==> src/sv/mck_pkg.sv <==
// mck_pkg: shared constants, types and lookup functions for the morse code keyer
// used by every module of the keyer; no dependencies
`timescale 1ns / 1ps

package mck_pkg;

  // queue sizing
  localparam int QUEUE_DEPTH = 16;
  localparam int PTR_W       = (QUEUE_DEPTH > 1) ? $clog2(QUEUE_DEPTH) : 1;
  localparam int CNT_W       = $clog2(QUEUE_DEPTH + 1);

  // field and datapath widths
  localparam int CODE_W  = 6;
  localparam int PAT_W   = 5;
  localparam int LEN_W   = 3;
  localparam int UNIT_W  = 16;
  localparam int TICK_W  = 18;
  localparam int COUNT_W = 5;

  // configuration register
  localparam logic              REG_DOT_TICKS   = 1'b0;
  localparam logic [UNIT_W-1:0] DOT_TICKS_RESET = 16'd400;

  // input opcodes
  localparam logic OP_TICK = 1'b0;
  localparam logic OP_CHAR = 1'b1;

  // result status codes
  localparam logic [1:0] ST_TICK    = 2'd0;
  localparam logic [1:0] ST_QUEUED  = 2'd1;
  localparam logic [1:0] ST_IGNORED = 2'd2;
  localparam logic [1:0] ST_DROPPED = 2'd3;

  // character code: digits 0..9, letters 10..35
  localparam logic [CODE_W-1:0] CODE_LETTER_BASE = 6'd10;

  // queue status seen by the keyer
  typedef struct packed {
    logic              nonempty;
    logic [CODE_W-1:0] head_code;
  } q_stat_t;

  // one morse symbol: element bits (bit 0 first, 1 = dash) and element count
  typedef struct packed {
    logic [PAT_W-1:0] pattern;
    logic [LEN_W-1:0] len;
  } morse_t;

  // decoded character byte
  typedef struct packed {
    logic              valid;
    logic [CODE_W-1:0] code;
  } char_dec_t;

  // morse symbol table, unknown codes fall back to digit zero
  function automatic morse_t morse_lookup(input logic [CODE_W-1:0] code);
    morse_t m;
    case (code)
      6'd0:  m = '{pattern: 5'b11111, len: 3'd5};
      6'd1:  m = '{pattern: 5'b11110, len: 3'd5};
      6'd2:  m = '{pattern: 5'b11100, len: 3'd5};
      6'd3:  m = '{pattern: 5'b11000, len: 3'd5};
      6'd4:  m = '{pattern: 5'b10000, len: 3'd5};
      6'd5:  m = '{pattern: 5'b00000, len: 3'd5};
      6'd6:  m = '{pattern: 5'b00001, len: 3'd5};
      6'd7:  m = '{pattern: 5'b00011, len: 3'd5};
      6'd8:  m = '{pattern: 5'b00111, len: 3'd5};
      6'd9:  m = '{pattern: 5'b01111, len: 3'd5};
      6'd10: m = '{pattern: 5'b00010, len: 3'd2};  // A
      6'd11: m = '{pattern: 5'b00001, len: 3'd4};  // B
      6'd12: m = '{pattern: 5'b00101, len: 3'd4};  // C
      6'd13: m = '{pattern: 5'b00001, len: 3'd3};  // D
      6'd14: m = '{pattern: 5'b00000, len: 3'd1};  // E
      6'd15: m = '{pattern: 5'b00100, len: 3'd4};  // F
      6'd16: m = '{pattern: 5'b00011, len: 3'd3};  // G
      6'd17: m = '{pattern: 5'b00000, len: 3'd4};  // H
      6'd18: m = '{pattern: 5'b00000, len: 3'd2};  // I
      6'd19: m = '{pattern: 5'b01110, len: 3'd4};  // J
      6'd20: m = '{pattern: 5'b00101, len: 3'd3};  // K
      6'd21: m = '{pattern: 5'b00010, len: 3'd4};  // L
      6'd22: m = '{pattern: 5'b00011, len: 3'd2};  // M
      6'd23: m = '{pattern: 5'b00001, len: 3'd2};  // N
      6'd24: m = '{pattern: 5'b00111, len: 3'd3};  // O
      6'd25: m = '{pattern: 5'b00110, len: 3'd4};  // P
      6'd26: m = '{pattern: 5'b01011, len: 3'd4};  // Q
      6'd27: m = '{pattern: 5'b00010, len: 3'd3};  // R
      6'd28: m = '{pattern: 5'b00000, len: 3'd3};  // S
      6'd29: m = '{pattern: 5'b00001, len: 3'd1};  // T
      6'd30: m = '{pattern: 5'b00100, len: 3'd3};  // U
      6'd31: m = '{pattern: 5'b01000, len: 3'd4};  // V
      6'd32: m = '{pattern: 5'b00110, len: 3'd3};  // W
      6'd33: m = '{pattern: 5'b01001, len: 3'd4};  // X
      6'd34: m = '{pattern: 5'b01101, len: 3'd4};  // Y
      6'd35: m = '{pattern: 5'b00011, len: 3'd4};  // Z
      default: m = '{pattern: 5'b11111, len: 3'd5};
    endcase
    return m;
  endfunction

  // map an ascii byte to a character code, case folded
  function automatic char_dec_t decode_char(input logic [7:0] ch);
    char_dec_t d;
    d.valid = 1'b0;
    d.code  = '0;
    if (ch >= 8'h30 && ch <= 8'h39) begin
      d.valid = 1'b1;
      d.code  = CODE_W'(ch - 8'h30);
    end else if (ch >= 8'h61 && ch <= 8'h7a) begin
      d.valid = 1'b1;
      d.code  = CODE_LETTER_BASE + CODE_W'(ch - 8'h61);
    end else if (ch >= 8'h41 && ch <= 8'h5a) begin
      d.valid = 1'b1;
      d.code  = CODE_LETTER_BASE + CODE_W'(ch - 8'h41);
    end
    return d;
  endfunction

endpackage

==> src/sv/morse_code_keyer_top.sv <==
// Morse code keyer. Each input transaction is either one time tick or one character byte;
// letters (either case) and digits go into a 16-entry queue, anything else is ignored, and a
// valid character arriving on a full queue is dropped. On ticks the lamp is keyed with
// standard timing: dot one unit, dash three, one unit dark between elements, three after a
// character; the unit length in ticks is the dot_ticks register (byte address 0, zero acts
// as one). Every transaction returns exactly one result transaction. The block takes one
// transaction per clock cycle while out_stall is low; a transaction is captured in the input
// register when it is accepted, and its result is loaded into the result register when the
// input register advances; the queue and the element sequencer update between those registers,
// and a stalled result holds the input register, so at most two transactions are in flight.
// depends on mck_pkg, mck_cfg, mck_queue, mck_keyer
`timescale 1ns / 1ps

module morse_code_keyer_top (
  input  logic        clk,
  input  logic        rst_n,
  // input channel
  input  logic        in_valid,
  output logic        in_stall,
  input  logic        in_opcode,
  input  logic [7:0]  in_char_byte,
  // result channel
  output logic        out_valid,
  input  logic        out_stall,
  output logic        out_lamp_on,
  output logic        out_busy_res,
  output logic [4:0]  out_queued_count,
  output logic [1:0]  out_status,
  // configuration port
  input  logic        psel,
  input  logic        penable,
  input  logic        pwrite,
  input  logic [2:0]  paddr,
  input  logic [31:0] pwdata,
  output logic [31:0] prdata,
  output logic        pready
);

  logic                        s1_valid_r;
  logic                        s1_op_r;
  logic [7:0]                  s1_char_r;
  logic                        s1_adv;
  logic                        in_take;

  logic                        out_valid_r;
  logic                        out_lamp_r;
  logic                        out_busy_r;
  logic [4:0]                  out_count_r;
  logic [1:0]                  out_status_r;

  logic [mck_pkg::UNIT_W-1:0]  unit_len;
  mck_pkg::q_stat_t            q_stat;
  mck_pkg::char_dec_t          dec;
  logic                        is_tick;
  logic                        is_char;
  logic                        q_full;
  logic                        push;
  logic                        pop;
  logic [mck_pkg::CNT_W-1:0]   fill_nxt;
  logic                        lamp_nxt;
  logic                        busy_nxt;
  logic [1:0]                  status_nxt;

  // handshake between the two register stages
  assign s1_adv   = s1_valid_r && (!out_valid_r || !out_stall);
  assign in_stall = s1_valid_r && !s1_adv;
  assign in_take  = in_valid && !in_stall;

  // input register
  always_ff @(posedge clk) begin
    if (!rst_n) begin
      s1_valid_r <= 1'b0;
    end else if (in_take) begin
      s1_valid_r <= 1'b1;
    end else if (s1_adv) begin
      s1_valid_r <= 1'b0;
    end
  end

  always_ff @(posedge clk) begin
    if (in_take) begin
      s1_op_r   <= in_opcode;
      s1_char_r <= in_char_byte;
    end
  end

  // character classification
  assign is_tick = (s1_op_r == mck_pkg::OP_TICK);
  assign is_char = (s1_op_r == mck_pkg::OP_CHAR);
  assign dec     = mck_pkg::decode_char(s1_char_r);
  assign push    = is_char && dec.valid && !q_full;

  always_comb begin
    status_nxt = mck_pkg::ST_TICK;
    if (is_char) begin
      if (!dec.valid) begin
        status_nxt = mck_pkg::ST_IGNORED;
      end else if (q_full) begin
        status_nxt = mck_pkg::ST_DROPPED;
      end else begin
        status_nxt = mck_pkg::ST_QUEUED;
      end
    end
  end

  // configuration register
  mck_cfg u_cfg (
    .clk      (clk),
    .rst_n    (rst_n),
    .psel     (psel),
    .penable  (penable),
    .pwrite   (pwrite),
    .paddr    (paddr),
    .pwdata   (pwdata),
    .prdata   (prdata),
    .pready   (pready),
    .unit_len (unit_len)
  );

  // character queue
  mck_queue u_queue (
    .clk       (clk),
    .rst_n     (rst_n),
    .en        (s1_adv),
    .push      (push),
    .push_code (dec.code),
    .pop       (pop),
    .q_stat    (q_stat),
    .full      (q_full),
    .fill_nxt  (fill_nxt)
  );

  // element sequencer
  mck_keyer u_keyer (
    .clk      (clk),
    .rst_n    (rst_n),
    .en       (s1_adv),
    .tick     (is_tick),
    .unit_len (unit_len),
    .q_stat   (q_stat),
    .pop      (pop),
    .lamp_nxt (lamp_nxt),
    .busy_nxt (busy_nxt)
  );

  // result register
  always_ff @(posedge clk) begin
    if (!rst_n) begin
      out_valid_r <= 1'b0;
    end else if (s1_adv) begin
      out_valid_r <= 1'b1;
    end else if (!out_stall) begin
      out_valid_r <= 1'b0;
    end
  end

  always_ff @(posedge clk) begin
    if (s1_adv) begin
      out_lamp_r   <= lamp_nxt;
      out_busy_r   <= busy_nxt;
      out_count_r  <= mck_pkg::COUNT_W'(fill_nxt);
      out_status_r <= status_nxt;
    end
  end

  assign out_valid        = out_valid_r;
  assign out_lamp_on      = out_lamp_r;
  assign out_busy_res     = out_busy_r;
  assign out_queued_count = out_count_r;
  assign out_status       = out_status_r;

endmodule

==> src/sv/mck_cfg.sv <==
// mck_cfg: apb-style configuration register holding the morse unit length
// depends on mck_pkg
`timescale 1ns / 1ps

module mck_cfg (
  input  logic                      clk,
  input  logic                      rst_n,
  input  logic                      psel,
  input  logic                      penable,
  input  logic                      pwrite,
  input  logic [2:0]                paddr,
  input  logic [31:0]               pwdata,
  output logic [31:0]               prdata,
  output logic                      pready,
  output logic [mck_pkg::UNIT_W-1:0] unit_len
);

  logic [mck_pkg::UNIT_W-1:0] dot_ticks_r;
  logic                       reg_idx;
  logic                       wr_en;

  // word decode, byte lanes within the word are not distinguished
  assign reg_idx = paddr[2];
  assign pready  = 1'b1;
  assign wr_en   = psel && penable && pwrite && pready && (reg_idx == mck_pkg::REG_DOT_TICKS);

  // register write
  always_ff @(posedge clk) begin
    if (!rst_n) begin
      dot_ticks_r <= mck_pkg::DOT_TICKS_RESET;
    end else if (wr_en) begin
      dot_ticks_r <= pwdata[mck_pkg::UNIT_W-1:0];
    end
  end

  // read back
  always_comb begin
    prdata = '0;
    if (reg_idx == mck_pkg::REG_DOT_TICKS) begin
      prdata = 32'(dot_ticks_r);
    end
  end

  // a zero unit counts as one tick
  assign unit_len = (dot_ticks_r == '0) ? mck_pkg::UNIT_W'(1) : dot_ticks_r;

endmodule

==> src/sv/mck_queue.sv <==
// mck_queue: character code fifo in flip-flops with head, tail and fill count
// depends on mck_pkg
`timescale 1ns / 1ps

module mck_queue (
  input  logic                        clk,
  input  logic                        rst_n,
  input  logic                        en,
  input  logic                        push,
  input  logic [mck_pkg::CODE_W-1:0]  push_code,
  input  logic                        pop,
  output mck_pkg::q_stat_t            q_stat,
  output logic                        full,
  output logic [mck_pkg::CNT_W-1:0]   fill_nxt
);

  logic [mck_pkg::CODE_W-1:0] mem_r [mck_pkg::QUEUE_DEPTH];
  logic [mck_pkg::PTR_W-1:0]  head_r, head_nxt;
  logic [mck_pkg::PTR_W-1:0]  tail_r, tail_nxt;
  logic [mck_pkg::CNT_W-1:0]  fill_r;

  localparam logic [mck_pkg::PTR_W-1:0] LAST_IDX = mck_pkg::PTR_W'(mck_pkg::QUEUE_DEPTH - 1);
  localparam logic [mck_pkg::CNT_W-1:0] DEPTH_CNT = mck_pkg::CNT_W'(mck_pkg::QUEUE_DEPTH);

  // status toward the keyer
  assign q_stat.nonempty  = (fill_r != '0);
  assign q_stat.head_code = mem_r[head_r];
  assign full             = (fill_r == DEPTH_CNT);

  // pointer and count update, push and pop never coincide
  always_comb begin
    head_nxt = head_r;
    tail_nxt = tail_r;
    fill_nxt = fill_r;
    if (push) begin
      tail_nxt = (tail_r == LAST_IDX) ? '0 : tail_r + 1'b1;
      fill_nxt = fill_r + 1'b1;
    end else if (pop) begin
      head_nxt = (head_r == LAST_IDX) ? '0 : head_r + 1'b1;
      fill_nxt = fill_r - 1'b1;
    end
  end

  // control registers
  always_ff @(posedge clk) begin
    if (!rst_n) begin
      head_r <= '0;
      tail_r <= '0;
      fill_r <= '0;
    end else if (en) begin
      head_r <= head_nxt;
      tail_r <= tail_nxt;
      fill_r <= fill_nxt;
    end
  end

  // storage
  always_ff @(posedge clk) begin
    if (en && push) begin
      mem_r[tail_r] <= push_code;
    end
  end

endmodule

==> src/sv/mck_keyer.sv <==
// mck_keyer: element sequencer that keys the lamp in morse timing on each tick
// depends on mck_pkg
`timescale 1ns / 1ps

module mck_keyer (
  input  logic                        clk,
  input  logic                        rst_n,
  input  logic                        en,
  input  logic                        tick,
  input  logic [mck_pkg::UNIT_W-1:0]  unit_len,
  input  mck_pkg::q_stat_t            q_stat,
  output logic                        pop,
  output logic                        lamp_nxt,
  output logic                        busy_nxt
);

  logic                        active_r, active_nxt;
  logic                        mark_r, mark_nxt;
  logic [mck_pkg::PAT_W-1:0]   pat_r, pat_nxt;
  logic [mck_pkg::LEN_W-1:0]   left_r, left_nxt;
  logic [mck_pkg::TICK_W-1:0]  ticks_r, ticks_nxt;

  logic [mck_pkg::TICK_W-1:0]  unit1;
  logic [mck_pkg::TICK_W-1:0]  unit3;
  mck_pkg::morse_t             sym;

  // one and three unit phase lengths
  assign unit1 = mck_pkg::TICK_W'(unit_len);
  assign unit3 = (unit1 << 1) + unit1;
  assign sym   = mck_pkg::morse_lookup(q_stat.head_code);

  // phase sequencing for one tick
  always_comb begin
    logic                       act1;
    logic                       mark1;
    logic [mck_pkg::TICK_W-1:0] tl1;
    logic                       start_cur;
    logic [mck_pkg::PAT_W-1:0]  src_pat;
    logic [mck_pkg::LEN_W-1:0]  src_left;

    act1      = active_r;
    mark1     = mark_r;
    tl1       = ticks_r;
    start_cur = 1'b0;

    // count down the current phase
    if (tick && active_r) begin
      tl1 = (ticks_r != '0) ? ticks_r - 1'b1 : '0;
      if (tl1 == '0) begin
        if (mark_r) begin
          mark1 = 1'b0;
          tl1   = (left_r != '0) ? unit1 : unit3;
        end else if (left_r != '0) begin
          start_cur = 1'b1;
        end else begin
          act1 = 1'b0;
        end
      end
    end

    // idle keyer takes the next queued character on the same tick
    pop      = tick && !act1 && q_stat.nonempty;
    src_pat  = pop ? sym.pattern : pat_r;
    src_left = pop ? sym.len : left_r;

    if (start_cur || pop) begin
      active_nxt = 1'b1;
      mark_nxt   = 1'b1;
      pat_nxt    = src_pat >> 1;
      left_nxt   = (src_left != '0) ? src_left - 1'b1 : '0;
      ticks_nxt  = src_pat[0] ? unit3 : unit1;
    end else begin
      active_nxt = act1;
      mark_nxt   = mark1;
      pat_nxt    = pat_r;
      left_nxt   = left_r;
      ticks_nxt  = tl1;
    end
  end

  assign lamp_nxt = mark_nxt && active_nxt;
  assign busy_nxt = active_nxt;

  // keyer state
  always_ff @(posedge clk) begin
    if (!rst_n) begin
      active_r <= 1'b0;
      mark_r   <= 1'b0;
      pat_r    <= '0;
      left_r   <= '0;
      ticks_r  <= '0;
    end else if (en) begin
      active_r <= active_nxt;
      mark_r   <= mark_nxt;
      pat_r    <= pat_nxt;
      left_r   <= left_nxt;
      ticks_r  <= ticks_nxt;
    end
  end

endmodule
==> config.mk <==
export PLATFORM = sky130hd
export DESIGN_NAME = morse_code_keyer_top
export DESIGN_NICKNAME = d
export VERILOG_FILES = /design/src/sv/mck_pkg.sv /design/src/sv/morse_code_keyer_top.sv /design/src/sv/mck_cfg.sv /design/src/sv/mck_queue.sv /design/src/sv/mck_keyer.sv
export SDC_FILE = /design/constraint.sdc
export NUM_CORES = 1
export LEC_CHECK = 0
export BUFFER_PORTS_ARGS = -buffer_cell sky130_fd_sc_hd__buf_2
export CAP_MARGIN = 20
export CORE_MARGIN = 10
export CORE_UTILIZATION = 30
export DETAILED_ROUTE_END_ITERATION = 10
export PLACE_DENSITY = 0.47
export SETUP_SLACK_MARGIN = 0.5
export SLEW_MARGIN = 20
export SYNTH_ARGS = -nofsm -noshare
export SYNTH_HDL_FRONTEND = slang
export SYNTH_SLANG_ARGS = --single-unit
==> constraint.sdc <==
create_clock -name clk -period 5.8 [get_ports clk]
set_input_delay 0.58 -clock clk [delete_from_list [all_inputs] [get_ports clk]]
set_output_delay 0.58 -clock clk [all_outputs]
set_load 0.1 [all_outputs]
==> flow_metrics.tcl, run 1 <==
set metrics [dict create \
    clk_pin_slew_worst_paths_ns 0.07 \
    hpwl_mm 19.5 \
    finalCritPeriodShare_pct 74.0 \
    final-max-slew-violation-count 0 \
    setup_tns_ns 0 \
    drt_pass1_iterations 5 \
    synth_warnings 0 \
    die_w_um 203 \
    power_frac_seq_pct 43.5 \
    critPathLaunchType "flip-flop" \
    syn_to_final_growth_pct 12.2 \
    dr_wl_met2_mm 11.8 \
    path_cells "inv_1 -> ha_1 -> or4b_1 -> or3_1 -> xor2_1 -> and2_1 -> a31oi_4 -> o21a_1 -> mux2_4 -> mux2i_1 -> a222oi_1 -> nor2_1" \
    wl_mm 26.7 \
    outcome "complete, no violations" \
    drt-met1-wl_mm 13.6 \
    die_area_mm2 0.0414 \
    arrival_ns 4.60 \
    syn_area_per_cell_um2 10.2 \
    cts-root-buf "clkbuf_16" \
    hp-class "in -> reg" \
    power.switching_mw 1.03 \
    vias_per_cell 5.07 \
    grt_max_degree 35 \
    crit_fanout 18 \
    async_flop_share_pct 0 \
    ys_seq_area_share_pct 46.2 \
    cp-end-kind "flip-flop" \
    ys_top_cells_by_area "edfxtp_1 (34%), dfxtp_1 (12%), mux4_2 (5.4%), ha_1 (5.2%), nand2_1 (4.1%)" \
    pre_cts_slack_ns 1.53 \
    synth_edf_count 114 \
    r2r_start "u_keyer.ticks_r[0]" \
    path_class "reg -> reg" \
    setup_viol 0 \
    r2r_cells 12 \
    grt_antenna_before_repair 0 \
    post-cts-setup-buffers 0 \
    timing.slew.headroom_pct 28.1 \
    grt_pass1_vias 7390 \
    grt_pass1_wl_mm 42.1 \
    rows 67 \
    power.share.clock_pct 35.5 \
    synth_top_area_share_pct 33.9 \
    finalHoldViolCount 0 \
    routed.top_layer "met4" \
    cp_slowest_stage_delay_ns 0.68 \
    finalNetCount 1126 \
    cp.required_ns 6.11 \
    startpoint "u_keyer.ticks_r[0]" \
    drc 0 \
    drive_above_1_share_pct 15.0 \
    final.min_clock_period_ns 4.29 \
    fillerInstances 3462 \
    io_buffer_count 59 \
    pin_count 95 \
    synth_flop_cell "edfxtp_1" \
    netlist_instances 990 \
    skew_ns 0.0168 \
    cts_resized 0 \
    max_freq_mhz 233 \
    cts_buffer_depth 2 \
    gp_congestion 0.845 \
    final_antenna_net_count 0 \
    setup_ws_ns 1.51 \
    numClockSinks 176 \
    combPwrFrac_pct 21.1 \
    wire_per_inst_um 17.9 \
    h-tree-depth 4 \
    first_iter_violations 470 \
    p_leak_nw 4.23 \
    wl_met3_um 895 \
    synth_top_area_cell "edfxtp_1" \
    start_util_pct 30.2 \
    syn-cell-area_mm2 0.0101 \
    worst_pin_slew_ns 1.08 \
    ir_drop_v 0.000160 \
    grt_usage_pct 12.9 \
    hold_depth 1 \
    maxCapViolations 0 \
    synth.distinct_cells 90 \
    core_mm2 0.0334 \
    fin_util_pct 33.9 \
    p_int_mw 2.17 \
    vias 7572 \
    ys_ff_latch 176 \
    clk_latency_ns 0.44 \
    antennaDiodeCount 0 \
    fp.dieH_um 203 \
    rsz0062_at_grt "no" \
    cts_inserted_buffers 17 \
    tritoncts "yes" \
    grt-ovfl-total 0 \
    critPathSlowestCell "or4b_1" \
    switching_share_pct 32.1 \
    min_from "in_char_byte[3]" \
    powerDensity_mw_per_mm2 283 \
    cts_hold_buf 0 \
]
## stage by stage
step	hold slack [ns]	power (mW)	cell area, µm²	std cells
after detailed placement	0.469	2.09	10700	1461
after floorplan	0.451	1.96	10100	1005
after global routing	0.298	3.35	11300	1493
final	0.317	3.20	11300	1493
after global placement	0.468	2.09	10700	1461
after CTS	0.295	3.24	11300	1493
## Yosys cell counts, drive strengths merged (7+ instances only)
| cell type | number |
|---|---|
| xor2 | 9 |
| nand3 | 18 |
| and3 | 8 |
| nor2 | 96 |
| nand2 | 112 |
| or3 | 11 |
| a221oi | 7 |
| a22oi | 8 |
| nor3 | 26 |
| inv | 50 |
| o211ai | 11 |
| mux4 | 24 |
| clkbuf | 25 |
| ha | 42 |
| a21oi | 76 |
| o22ai | 7 |
| o21ai | 53 |
| dfxtp | 62 |
| nor4 | 7 |
| xnor2 | 20 |
| edfxtp | 114 |
| nor2b | 7 |
| a211oi | 10 |
| buf | 37 |
| mux2i | 21 |
| and2 | 20 |
## critical path: cells and delay by family, from the launching register on
kind / cells / cell delay, ns
AO/OA/AOI/OAI: 3 / 1.27
XOR/XNOR: 1 / 0.16
adder cells (fa/ha/maj): 1 / 0.24
buffers and inverters: 1 / 0.12
flip-flops: 1 / 0.40
multiplexers: 2 / 0.61
AND/OR/NAND/NOR: 4 / 1.34
## layer usage
layer / global-route usage [%] / vias to the layer above
met4: 3.86 / 0
met5: 0 / -
met3: 2.40 / 18
met2: 19.5 / 142
met1: 18.2 / 3694
li1: - / 3718
## final cells by class
class | instances | area, µm² | share of cell area (%)
well taps | 448 | 561 | 4.95
flip-flops and latches | 176 | 4660 | 41.2
repair buffers | 70 | 378 | 3.34
inverters | 51 | 194 | 1.71
multi-input cells | 716 | 4940 | 43.7
clock buffers | 17 | 425 | 3.76
clock inverters | 15 | 151 | 1.34
## power groups by stage
| stage | Sequential (mW) | Combinational, mW | Clock (mW) |
|---|---|---|---|
| 2_1_floorplan | 1.45 | 0.513 | 0 |
| 3_3_place_gp | 1.42 | 0.673 | 0 |
| 3_5_place_dp | 1.42 | 0.673 | 0 |
| 4_1_cts | 1.39 | 0.675 | 1.17 |
| 5_1_grt | 1.40 | 0.743 | 1.22 |
| 6_report | 1.39 | 0.675 | 1.14 |
## kinds of logic (layout without fill, tap and decap cells)
logic type               count (synthesis)  count (layout)  synth area share [%]
buffers and inverters                  113             153                  5.44
adder cells (fa/ha/maj)                 43              43                  5.41
AND/OR/NAND/NOR                        339             339                  16.2
AO/OA/AOI/OAI                          241             241                  16.4
multiplexers                            47              47                  7.70
XOR/XNOR                                29              29                  2.52
flip-flops                             176             176                  46.2
other                                    2              17                0.0744
## registers in the layout, indices dropped and copies added, names as in the netlist, named ones only
register	flops
out_queued_count	5
out_status	2
out_valid	1
out_busy_res	1
out_lamp_on	1
u_keyer.mark_r	1
u_keyer.active_r	1
u_queue.tail_r	4
u_keyer.pat_r	4
is_char	1
u_queue.head_r	4
u_queue.fill_r	5
s1_valid_r	1
u_keyer.left_r	3
u_cfg.dot_ticks_r	16
u_queue.mem_r	96
u_keyer.ticks_r	18
s1_char_r	8
## layout by cell type, fill, tap and decap left out, drive strengths merged, types with 7 or more instances in the layout
master  netlist  layout
conb          2      17
nor2         96      96
nor3         26      26
nor4          7       7
mux2i        21      21
clkinv        1       7
nand3        18      18
a22oi         8       8
buf          37      70
and3          8       8
or3          11      11
nand2       112     112
a221oi        7       7
xor2          9       9
clkbuf       25      17
inv          50      58
nor2b         7       7
xnor2        20      20
o22ai         7       7
dfxtp        62      62
o211ai       11      11
o21ai        53      53
and2         20      20
a211oi       10      10
ha           42      42
a21oi        76      76
mux4         24      24
edfxtp      114     114
## final timing paths
kind	end	slack, ns
worst max-delay path	u_keyer.ticks_r[3]	1.51
worst min-delay path	s1_char_r[3]	0.32
worst max register to register	u_keyer.ticks_r[3]	1.51
worst min register to register	u_cfg.dot_ticks_r[9]	0.48
(Power assumes the default switching activity.)
==> run 2: changes to the inputs <==
--- a/config.mk
+++ b/config.mk
@@ -10,7 +10,7 @@
 export CORE_MARGIN = 10
 export CORE_UTILIZATION = 30
 export DETAILED_ROUTE_END_ITERATION = 10
-export PLACE_DENSITY = 0.47
+export PLACE_DENSITY = 0.49
 export SETUP_SLACK_MARGIN = 0.5
 export SLEW_MARGIN = 20
 export SYNTH_ARGS = -nofsm -noshare
==> constraint.sdc (replaced) <==
create_clock -name clk -period 3.8 [get_ports clk]
set_input_delay 0.38 -clock clk [delete_from_list [all_inputs] [get_ports clk]]
set_output_delay 0.38 -clock clk [all_outputs]
set_load 0.1 [all_outputs]
==> flow_metrics.tcl, run 2 (same netlist as run 1, synthesis figures left out) <==
set metrics [dict create \
    outcome "complete, no violations" \
    h-tree-depth 4 \
    drt_pass1_iterations 5 \
    rows 67 \
    maxCapViolations 0 \
    core_mm2 0.0334 \
    grt_busiest_layer "met2" \
    vias_per_cell 5.03 \
    numClockSinks 176 \
    use_met2_pct 19.4 \
    mostFrequentLayoutCell "edfxtp_1" \
    finalNetCount 1205 \
    clk_pin_slew_worst_paths_ns 0.07 \
    tritoncts "yes" \
    clk_latency_ns 0.44 \
    drc 0 \
    crit_fanout 6 \
    powerDensity_mw_per_mm2 412 \
    pin_count 95 \
    drive_above_1_share_pct 28.2 \
    cpMostUsedCell "a222oi_1" \
    setup_tns_ns 0 \
    antennaDiodeCount 0 \
    dp_cells 1509 \
    final-max-slew-violation-count 0 \
    fp.dieH_um 203 \
    grt_pass1_wl_mm 42.6 \
    cts_hold_buf 0 \
    largest_register_ffs 96 \
    cts_inserted_buffers 17 \
    path_cells "buf_8 -> mux4_2 -> a22o_1 -> a221oi_4 -> ha_2 -> inv_2 -> a222oi_1 -> o2111ai_4 -> mux2_4 -> mux2i_1 -> a222oi_1 -> nor2_1" \
    final_cell_mix "edfxtp_1 (114), nand2_1 (103), nor2_1 (92), buf_4 (76), a21oi_1 (68)" \
    max_freq_mhz 279 \
    start_util_pct 30.2 \
    final.min_clock_period_ns 3.58 \
    wl_mm 27.5 \
    finalCritPeriodShare_pct 94.2 \
    final_antenna_net_count 0 \
    setup_viol 0 \
    p_leak_nw 4.69 \
    critPathLaunchType "flip-flop" \
    cp.buffers_inverters 2 \
    met3_usage_pct 2.16 \
    path_class "reg -> reg" \
    grt_antenna_before_repair 0 \
    io_buffer_count 59 \
    grt_usage_pct 13.0 \
    grt_pass1_vias 7610 \
    skew_ns 0.0124 \
    use_met1_pct 18.5 \
    cp_slowest_stage_delay_ns 0.51 \
    reg_top3 "u_queue.mem_r: 96 flops, u_keyer.ticks_r: 18 flops, u_cfg.dot_ticks_r: 16 flops" \
    hpwl_mm 19.7 \
    grt-ovfl-total 0 \
    hp-class "in -> reg" \
    first_iter_violations 654 \
    vias 7915 \
    wire_per_inst_um 17.5 \
    multi_input_area_mm2 0.00536 \
    critPathSlowestCell "mux4_2" \
    fillerInstances 3384 \
    ff_latch_area_mm2 0.00467 \
    cts_buffer_depth 2 \
    fin_cells 1572 \
    die_w_um 203 \
    worst_pin_slew_ns 0.708 \
    ir_drop_v 0.000240 \
    syn_to_final_growth_pct 23.0 \
    grt_max_degree 25 \
    timing.slew.headroom_pct 52.8 \
    gp_congestion 0.834 \
    crit_family "compound AO/OA/AOI/OAI gates" \
    cp-end-kind "flip-flop" \
    cp.required_ns 4.12 \
    cts-root-buf "clkbuf_16" \
    finalHoldViolCount 0 \
    min_from "in_char_byte[2]" \
    die_area_mm2 0.0414 \
    arrival_ns 3.90 \
    rsz0062_at_grt "yes" \
    regMostFlops "u_queue.mem_r" \
]
run 2: final cells by class:
| type | instances | area share (%) |
|---|---|---|
| clock buffers | 18 | 3.46 |
| clock inverters | 14 | 1.01 |
| inverters | 51 | 1.58 |
| multi-input cells | 717 | 43.2 |
| flip-flops and latches | 176 | 37.7 |
| well taps | 448 | 4.52 |
| repair buffers | 148 | 8.54 |
run 2: what timing repair did:
action / 4_1_cts / 5_1_grt
buffers inserted: 13 / 17
pin swaps: 19 / 40
cloned: 1 / 0
gates resized for setup: 43 / 75
setup endpoints to repair: 53 / 130
run 2: stage by stage:
stage          setup WS (ns)  hold WS [ns]  util, %  area (µm²)  power, mW
4_1_cts                0.315        0.0911     35.9       12000       5.04
6_report               0.221         0.108     37.2       12400       5.11
3_3_place_gp           0.131         0.467     33.4       11100       3.28
2_1_floorplan          0.523         0.451        -       10100       2.99
3_5_place_dp           0.101         0.473     33.4       11100       3.28
5_1_grt                0.103        0.0934     37.2       12400       5.33
run 2: routing by layer:
layer	vias up	part of all wire, %
met2	138	45
met5	-	0
met1	3873	49
met3	30	3.7
met4	0	1.6
li1	3874	-
run 2: power breakdown:
part | internal [mW] | switching, mW
Clock | 0.861 | 0.824
Combinational | 0.508 | 0.796
Sequential | 2.08 | 0.0460
Total | 3.45 | 1.67
run 2: path summary, 6_finish.rpt:
path | end | slack (ns) | cells past startpoint
worst max-delay path | u_keyer.ticks_r[3] | 0.22 | 12
worst min register to register | u_cfg.dot_ticks_r[14] | 0.47 | 2
worst min-delay path | s1_char_r[2] | 0.11 | 1
worst max register to register | u_keyer.ticks_r[3] | 0.22 | 12
